**config.mk**
```make
export PLATFORM = sky130hd
export DESIGN_NAME = pgmap_useq
export DESIGN_NICKNAME = d
export VERILOG_FILES = /design/src/four_level_page_table_mapper_assert.svh /design/src/pgmap_pkg.sv /design/src/pgmap_useq.sv
export SDC_FILE = /design/constraint.sdc
export NUM_CORES = 1
export LEC_CHECK = 0
export ABC_AREA = 0
export BUFFER_PORTS_ARGS = -buffer_cell sky130_fd_sc_hd__buf_2
export CAP_MARGIN = 0
export CORE_MARGIN = 5
export CORE_UTILIZATION = 40
export DETAILED_ROUTE_END_ITERATION = 6
export HOLD_SLACK_MARGIN = 0.15
export PLACE_DENSITY = 0.65
export SLEW_MARGIN = 20
export SYNTH_ARGS = -nofsm -noshare
export SYNTH_HDL_FRONTEND = slang
export SYNTH_SLANG_ARGS = --single-unit
```
**constraint.sdc**
```tcl
create_clock -name clk -period 1.6 [get_ports clk]
set_input_delay 0.32 -clock clk [delete_from_list [all_inputs] [get_ports clk]]
set_output_delay 0.32 -clock clk [all_outputs]
set_load 0.05 [all_outputs]
```
**src/four_level_page_table_mapper_assert.svh**
```systemverilog
// assertion macros for the four-level page table mapper
`ifndef FOUR_LEVEL_PAGE_TABLE_MAPPER_ASSERT_SVH
`define FOUR_LEVEL_PAGE_TABLE_MAPPER_ASSERT_SVH
`ifndef SYNTHESIS
`define PGMAP_ASSERT(lbl, prop, msg) \
  lbl: assert property (@(posedge clk) disable iff (!rst_n) prop) else $error(msg);
`define PGMAP_ASSERT_ALWAYS(lbl, prop, msg) \
  lbl: assert property (@(posedge clk) prop) else $error(msg);
`else
`define PGMAP_ASSERT(lbl, prop, msg)
`define PGMAP_ASSERT_ALWAYS(lbl, prop, msg)
`endif
`endif

```
**src/pgmap_pkg.sv**
```systemverilog
// shared constants, types and microcode rom for the page table mapper
`timescale 1ns / 1ps
`default_nettype none
package pgmap_pkg;

  localparam int POOL_PAGES        = 16;
  localparam int ENTRIES_PER_TABLE = 512;
  localparam int IDX_W             = $clog2(ENTRIES_PER_TABLE);
  localparam int PAGE_W            = $clog2(POOL_PAGES);
  localparam int NF_W              = $clog2(POOL_PAGES + 1);
  localparam int ADDR_W            = PAGE_W + IDX_W;
  localparam int DEPTH             = POOL_PAGES * ENTRIES_PER_TABLE;

  localparam int PAGE_OFS_W = 12;
  localparam int PFN_W      = 40;
  localparam int VA_W       = 48;
  localparam int PA_W       = 52;
  localparam int FLAG_W     = 12;
  localparam int ENT_W      = 52;
  localparam int VPN_W      = VA_W - PAGE_OFS_W;
  localparam int STATUS_W   = 2;
  localparam int ADDED_W    = 2;
  localparam int USED_W     = 5;
  localparam int CFG_ADDR_W = 4;
  localparam int CFG_DATA_W = 64;
  localparam int STEP_W     = 4;

  localparam logic [ENT_W-1:0] BIT_PRESENT  = ENT_W'(1);
  localparam logic [ENT_W-1:0] BIT_WRITABLE = ENT_W'(2);
  localparam logic [PFN_W-1:0] POOL_BASE_RESET = PFN_W'(256);

  // register index as taken from paddr bit 3
  localparam logic REG_POOL_BASE = 1'b0;

  typedef logic [STEP_W-1:0] step_t;

  typedef enum logic [2:0] {
    UOP_CLEAR,
    UOP_ACCEPT,
    UOP_READ,
    UOP_EVAL,
    UOP_LEAF,
    UOP_FIN
  } uop_t;

  typedef enum logic [STATUS_W-1:0] {
    ST_MAPPED    = 2'd0,
    ST_ROOT_ZERO = 2'd1,
    ST_EXHAUSTED = 2'd2
  } status_t;

  // level select: level n of the walk uses code n-1
  localparam logic [1:0] LVL_1 = 2'd0;
  localparam logic [1:0] LVL_2 = 2'd1;
  localparam logic [1:0] LVL_3 = 2'd2;
  localparam logic [1:0] LVL_4 = 2'd3;

  localparam step_t STEP_CLEAR  = 4'd0;
  localparam step_t STEP_ACCEPT = 4'd1;
  localparam step_t STEP_EVAL4  = 4'd2;
  localparam step_t STEP_READ3  = 4'd3;
  localparam step_t STEP_EVAL3  = 4'd4;
  localparam step_t STEP_READ2  = 4'd5;
  localparam step_t STEP_EVAL2  = 4'd6;
  localparam step_t STEP_LEAF   = 4'd7;
  localparam step_t STEP_FIN    = 4'd8;

  typedef struct packed {
    uop_t       op;
    logic [1:0] lvl;
    step_t      target;
  } ucw_t;

  typedef struct packed {
    logic hold;
    logic jump;
  } useq_cond_t;

  function automatic ucw_t ucode(step_t s);
    ucw_t w;
    case (s)
      STEP_CLEAR:  w = '{op: UOP_CLEAR,  lvl: LVL_1, target: STEP_ACCEPT};
      STEP_ACCEPT: w = '{op: UOP_ACCEPT, lvl: LVL_4, target: STEP_FIN};
      STEP_EVAL4:  w = '{op: UOP_EVAL,   lvl: LVL_4, target: STEP_FIN};
      STEP_READ3:  w = '{op: UOP_READ,   lvl: LVL_3, target: STEP_FIN};
      STEP_EVAL3:  w = '{op: UOP_EVAL,   lvl: LVL_3, target: STEP_FIN};
      STEP_READ2:  w = '{op: UOP_READ,   lvl: LVL_2, target: STEP_FIN};
      STEP_EVAL2:  w = '{op: UOP_EVAL,   lvl: LVL_2, target: STEP_FIN};
      STEP_LEAF:   w = '{op: UOP_LEAF,   lvl: LVL_1, target: STEP_ACCEPT};
      STEP_FIN:    w = '{op: UOP_FIN,    lvl: LVL_1, target: STEP_ACCEPT};
      default:     w = '{op: UOP_FIN,    lvl: LVL_1, target: STEP_ACCEPT};
    endcase
    return w;
  endfunction

endpackage
`default_nettype wire

```
**src/pgmap_useq.sv**
```systemverilog
// microcode step counter and control word fetch
`timescale 1ns / 1ps
`default_nettype none
module pgmap_useq (
  input  wire logic                  clk,
  input  wire logic                  rst_n,
  input  wire pgmap_pkg::useq_cond_t cond,
  output pgmap_pkg::ucw_t            cw
);

  pgmap_pkg::step_t step_r;
  pgmap_pkg::step_t step_nxt;

  assign cw = pgmap_pkg::ucode(step_r);

  always_comb begin
    if (cond.hold) begin
      step_nxt = step_r;
    end else if (cond.jump) begin
      step_nxt = cw.target;
    end else begin
      step_nxt = step_r + pgmap_pkg::step_t'(1);
    end
  end

  always_ff @(posedge clk) begin
    if (!rst_n) begin
      step_r <= pgmap_pkg::STEP_CLEAR;
    end else begin
      step_r <= step_nxt;
    end
  end

endmodule
`default_nettype wire

```
==> reports/metrics.cfg, run 1 <==
[synthesis]
syn-cell-area_sq_um=547
syn_inst=53
post-synth-top-area-cell=dfxtp_1
yosysWarnings=0
async_reset_ff_frac=0
synth_ff_type=dfxtp_1
synth_edf_count=0
yosys-top-cells-area=dfxtp_1 (40%), ha_1 (4.6%), buf_6 (4.1%)
synth_cell_type_count=30
avgSynthCellArea_sq_um=10.3
synth_top_area_frac=0.403
ys_seq_elements=11
yosysSeqAreaShare=0.403

[critical_path]
slowest_delay_ns=0.34
crit_required_ns=1.74
worstSetupStartpointType=flop
crit_path_end_kind=flop
slowest_stage=dfxtp_2
worstPathMaxFanout=3
critPathBufInv=0
critPathKind=reg -> reg
cp_cell_sequence=ha_4 -> nor3b_2 -> o21ai_2 -> ha_1 -> mux2i_1 -> nand3_1
cp_data_arrival_time_ns=1.64
cp_top_family=adder cells

[finish]
seqCellArea_sq_um=223
stdcell_count=87
design_area_sq_um=692
drive_above_1_share=0.472
final_util=0.532
final_nets=79
insertedDiodeCount=0
area_growth_pct=26.5
multi_input_area_sq_um=303
nFillCells=134

[global_routing]
grt_pass1_wl_mm=1.65
grt_max_degree=14
gr-total-overflow=0
antenna_found_initial=0
grt_pass1_vias=384
grt_use_total=0.114

[timing]
finalHoldViolCount=0
period_needed_ns=1.50
setup_viol=0
finalClockSkew_ns=0.000640
fmax_mhz=668
whs_ns=0.426
drv_slew=0
finalCritPeriodShare=0.935

[min_path]
hp-class=in -> reg

[placed_design]
post-place-cells=80
gp_congestion=0.713
place_area_sq_um=619
hpwlAfterDp_um=801
io_buffers=10

[floorplanning]
die-area_sq_um=2210
num_io_pins=13
start_util=0.420
die_y_um=47.0
core_sq_um=1300
die_x_um=47.0
rows=13

[drt]
drcViolationCount=0
routed_wl_mm=1.06
avgRoutedWirePerCell_um=12.1
vias_per_cell=4.99
antenna_left=0
firstDrtPassIters=3
vias=434
first_iter_violations=5

[pwr]
irDropWorstVdd_mv=0.492
power.density_nw_per_um2=960
p_leak_uw=0.000345
p_total_uw=664

[clock_tree]
ctsHoldBuffers=0
cts_buffer_depth=2
clk_pin_slew_worst_paths_ns=0.06
cts_root_buffer=clkbuf_4
clk_latency_ns=0.26
cts_tree=done
cts_buffers=3
cts_num_sinks=11
htree_levels=1

[status]
status=finished, final reports clean

[job]
max_cap_violations=0

## cells in the mapped netlist, drive strengths merged (2+ instances only)
library cell,count
mux2i,2
buf,4
ha,2
and3,2
nand3,2
and2,4
inv,3
dfxtp,11
o21ai,2
nor2,3
nor4b,3
## cells by family after synthesis
family / share of synthesized area
adder cells (fa/ha/maj): 0.0458
AND/OR/NAND/NOR: 0.256
flip-flops: 0.403
multiplexers: 0.0366
AO/OA/AOI/OAI: 0.162
other: 0.00686
buffers and inverters: 0.0892
## state kept, by name, indices dropped and copies added, names as in the netlist
| register | flops |
|---|---|
| step_r | 4 |
| cw | 7 |
## layer usage
metal	GRT usage	wire, um	up-vias	part of all wire
li1	-	-	225	-
met1	0.146	506	197	0.48
met2	0.152	466	9	0.44
met3	0.0460	60	3	0.057
met4	0.0829	23	0	0.022
met5	0	0	-	0
## placed cells by master, fill, tap and decap left out, types with 2 or more instances in the layout
cell type and instances:
buf_2 10, dfxtp_1 9, buf_4 8, nor2_1 3
inv_1 3, clkbuf_4 3, and2_1 2, and2_2 2
o21ai_2 2, nor4b_1 2, nand3_1 2, mux2i_1 2
and3_1 2, conb_1 2, dfxtp_2 2
## metrics by stage
step	setup WS, ns	setup TNS [ns]
floorplan	0.0257	0
global placement	0.0322	0
detailed placement	0.00233	0
CTS	0.00476	0
global route	-0.00544	-0.00544
finish	0.103	0
## worst paths after layout
check / start / cells past startpoint / endpoint / slack [ns]
max: step_r[0] / 6 / cw[6] / 0.10
min: rst_n / 3 / cw[6] / 0.43
max reg2reg: step_r[0] / 6 / cw[6] / 0.10
min reg2reg: step_r[3] / 3 / cw[6] / 0.67
## worst min-delay path, cell delays in order
cell	delay (ns)
buf_2	0.17
o21ai_2	0.11
nand3_1	0.06
## report_power, final
| part | total, uW | internal (uW) | leakage [uW] | switching, uW |
|---|---|---|---|---|
| combinational | 175 | 57.1 | 0.000238 | 118 |
| sequential | 305 | 296 | 0.0000914 | 9.29 |
| clock | 184 | 96.5 | 0.0000150 | 87.2 |
| total | 664 | 450 | 0.000345 | 215 |
## cell type report
type | count | area share
clock buffer | 4 | 0.0380
inverter | 3 | 0.0163
multi-input combinational | 36 | 0.438
tap | 15 | 0.0271
sequential | 11 | 0.322
timing repair buffer | 18 | 0.159
## what timing repair did
item | CTS | global route
gates cloned | 0 | 0
resized for setup | 1 | 4
pin swaps | 2 | 3
setup buffers | 1 | 2
setup endpoints to repair | 1 | 4
Note: power is estimated with default switching activity, not from simulation.
==> run 2, diff against run 1 <==
- PLACE_DENSITY: 0.65 -> 0.62
- clock period: 1.6 -> 1.69 ns (I/O delays scaled with it)
==> run 2 against run 1 <==
Effect of this change:
- total power is 8.8% lower
- clock power decreased by 7%
- routed wire length fell by 8.5%
- critical path type unchanged
- largest cell class unchanged
==> reports/metrics.cfg, run 2 (synthesized netlist as in run 1, its figures left out) <==
[status]
status=finished, final reports clean

[global_routing]
grt_use_total=0.103
grt_pass1_wl_mm=1.59
gr-total-overflow=0
grt_max_degree=14
antenna_found_initial=0
grt_pass1_vias=408

[clock_tree]
cts_root_buffer=clkbuf_4
cts_tree=done
clk_pin_slew_worst_paths_ns=0.07
cts_buffer_depth=2
cts_num_sinks=11
cts_buffers=3
clk_latency_ns=0.26
ctsHoldBuffers=0
htree_levels=1

[timing]
rsz0062_at_grt=no
finalHoldViolCount=0
setup_viol=0
drv_slew=0
fmax_mhz=636
finalClockSkew_ns=0.00249
whs_ns=0.424
finalCritPeriodShare=0.931
fin_tns_setup_ns=0
period_needed_ns=1.57

[floorplanning]
die_x_um=47.0
num_io_pins=13
start_util=0.420
core_sq_um=1300
rows=13
die_y_um=47.0
die-area_sq_um=2210

[finish]
final_util=0.480
final_nets=73
layout_common_cells=dfxtp_1 (10), buf_2 (10), nor2_1 (3), inv_1 (3), clkbuf_4 (3)
insertedDiodeCount=0
nFillCells=141
drive_above_1_share=0.364
stdcell_count=81
multi_input_area_sq_um=282
largest_reg_flops=7
area_growth_pct=14.2
seqCellArea_sq_um=221

[drt]
avgRoutedWirePerCell_um=11.9
wl_met3_um=37
first_iter_violations=5
wl_met1_um=442
vias_per_cell=5.14
firstDrtPassIters=3
antenna_left=0
routed_wl_um=966
routed-wl-met2_um=468
drcViolationCount=0
routed.top_layer=met4
vias=416

[critical_path]
critPathKind=reg -> reg
worstPathMaxFanout=6
crit_path_end_kind=flop
worstSetupStartpointType=flop
crit_required_ns=1.82
cp_data_arrival_time_ns=1.71

[pwr]
power.density_nw_per_um2=971
p_leak_uw=0.000315
p_total_uw=606
irDropWorstVdd_mv=0.509

[min_path]
hp-class=in -> reg

[placed_design]
gp_congestion=0.790
post-place-cells=77
hpwlAfterDp_um=782
io_buffers=10

[job]
max_cap_violations=0

[run 2: path summary, 6_finish.rpt]
check	from	cells past startpoint	end	slack (ns)
hold / removal	rst_n	3	step_r[0]	0.42
setup / recovery	step_r[0]	6	cw[6]	0.12
hold reg to reg	cw[3]	3	cw[6]	0.68
setup reg to reg	step_r[0]	6	cw[6]	0.12
[run 2: report_power, final]
group | internal, uW | switching, uW | total (uW)
logic | 39.9 | 106 | 146
clock network | 91.2 | 80.0 | 171
registers | 280 | 9.13 | 289
[run 2: per-stage QoR]
| stage | setup WS (ns) | area, sq um |
|---|---|---|
| 3_3_place_gp | 0.0521 | 597 |
| 2_1_floorplan | 0.116 | 551 |
| 6_report | 0.117 | 624 |
| 5_1_grt | 0.0107 | 624 |
| 4_1_cts | 0.0577 | 623 |
| 3_5_place_dp | 0.0276 | 597 |
[run 2: area by class of cell]
cell class,count,area share
clock buffers,4,0.0421
inverters,3,0.0180
flip-flops and latches,11,0.355
well taps,15,0.0301
repair buffers,12,0.104
multi-input cells,36,0.451
[run 2: worst max-delay path: stages (launching register included)]
cell     delay [ns]
dfxtp_2        0.35
ha_1           0.29
nor3b_1        0.14
o21ai_1        0.18
ha_1           0.27
mux2i_1        0.13
nand3_1        0.08
[run 2: timing repair]
action                                  CTS  global route
setup buffers                             0             0
gates resized for setup                   0             1
endpoints found under the setup margin    0             1
endpoints found under the hold margin     0             0
[run 2: metal layers]
metal / vias up / GRT usage
met3: 2 / 0.0268
met1: 194 / 0.118
met4: 0 / 0.0663
li1: 211 / -
met2: 9 / 0.168
met5: - / 0
==> run 3, diff against run 2 <==
- CORE_MARGIN: 5 -> 10
- CTS_CLUSTER_DIAMETER: not set -> 60
==> run 3 against run 2 <==
Effect of this change:
- core utilization grew 0.67 points
- combinational power about the same
- critical path depth unchanged
- sequential power is essentially flat
- total power about the same
- worst setup slack better by 0.0025 ns
- critical path type unchanged
- largest cell class unchanged
- highest routed layer unchanged
==> reports/metrics.cfg, run 3 (synthesized netlist as in run 1, its figures left out) <==
[status]
status=finished, final reports clean

[pwr]
p_int_uw=412
p_comb_frac=0.244
power.density_nw_per_um2=958
p_clk_frac=0.280
p_leak_uw=0.000317
irDropWorstVdd_mv=0.508
power.switching_uw=194
seqPwrFrac=0.476
swShare=0.320

[min_path]
hp-class=in -> reg

[placed_design]
io_buffers=10
post-place-cells=77
gp_congestion=0.783
pre_cts_ws_ns=0.0609

[clock_tree]
clk_pin_slew_worst_paths_ns=0.06
cts_buffers=3
cts_num_sinks=11
cts_tree=done
htree_levels=1
clk_latency_ns=0.26
cts_setup_buffers=0
cts_root_buffer=clkbuf_4
cts_buffer_depth=2

[global_routing]
grt_pass1_wl_mm=1.73
grt_max_degree=14
gr-total-overflow=0
antenna_found_initial=0
grt_pass1_vias=394
grt_use_total=0.0660

[critical_path]
crit_required_ns=1.83
cp_data_arrival_time_ns=1.71
critPathKind=reg -> reg
worstPathMaxFanout=6
cp_cell_sequence=ha_1 -> nor3b_2 -> o21ai_2 -> ha_1 -> mux2i_1 -> nand3_1
worstSetupStartpointType=flop
reg2reg_slack_ns=0.12
slowest_stage=dfxtp_2
slowest_delay_ns=0.34
crit_path_end_kind=flop
crit_top_cell=ha_1

[timing]
finalCritPeriodShare=0.929
fmax_mhz=637
drv_slew=0
rsz0062_at_grt=no
finalHoldViolCount=0
finalClockSkew_ns=0.00288
period_needed_ns=1.57
fin_tns_setup_ns=0
setup_viol=0
layout_setup_ws_ns=0.119

[drt]
vias_per_cell=5.12
vias=415
antenna_left=0
first_iter_violations=3
avgRoutedWirePerCell_um=12.6
drcViolationCount=0
routed_wl_mm=1.02
firstDrtPassIters=4

[floorplanning]
die_y_um=57.0
core_sq_um=1300
num_io_pins=13
die-area_sq_um=3250
start_util=0.420
die_x_um=57.0
rows=13

[finish]
insertedDiodeCount=0
nFillCells=133
area_growth_pct=15.8
layout_common_cells=dfxtp_1 (10), buf_2 (10), nor2_1 (3), inv_1 (3), clkbuf_4 (3)
drive_above_1_share=0.394
final_nets=73
stdcell_count=81
largest_reg_flops=7

[job]
max_cap_violations=0

[run 3: cell counts in the layout (fill, tap and decap cells not counted)]
No cell type changed its count.
[run 3: worst paths after layout]
path	end	cells past startpoint	from
max	cw[6]	6	step_r[0]
min	step_r[0]	3	rst_n
max reg2reg	cw[6]	6	step_r[0]
min reg2reg	step_r[0]	3	cw[0]
[run 3: layout make-up]
class	count	area, sq um	share of cell area
clock buffer	4	26.3	0.0415
tap	15	18.8	0.0296
inverter	3	11.3	0.0178
sequential	11	221	0.350
multi-input combinational	36	290	0.458
timing repair buffer	12	65.1	0.103
[run 3: worst max-delay path, delay by kind of cell (launching register included)]
kind | cells | cell delay, ns
adder cells (fa/ha/maj) | 2 | 0.57
flip-flops | 1 | 0.34
AND/OR/NAND/NOR | 2 | 0.25
AO/OA/AOI/OAI | 1 | 0.15
multiplexers | 1 | 0.14
[run 3: repair_timing]
action                                  4_1_cts  5_1_grt
endpoints found under the setup margin        0        1
hold buffers                                  0        0
gates resized for setup                       0        3
[run 3: power by group through the flow]
stage	sequential (uW)	combinational, uW	clock [uW]
5_1_grt	291	159	187
6_report	289	148	170
3_5_place_dp	294	147	0
2_1_floorplan	352	63.9	0
4_1_cts	288	148	175
3_3_place_gp	294	147	0
[run 3: layer usage]
layer,wire length [um],vias up,track usage
met1,483,192,0.0735
met5,0,-,0
met3,67,2,0.0420
met2,458,10,0.0961
met4,9,0,0.0302
li1,-,211,-
[run 3: stage by stage]
step                      hold slack (ns)  instance area [sq um]  total power, uW  utilization
after floorplan                     0.481                    551              416            -
after global placement              0.659                    597              441        0.459
after detailed placement            0.658                    597              441        0.459
after CTS                           0.417                    623              611        0.479
after global routing                0.439                    633              637        0.487
final                               0.415                    633              606        0.487
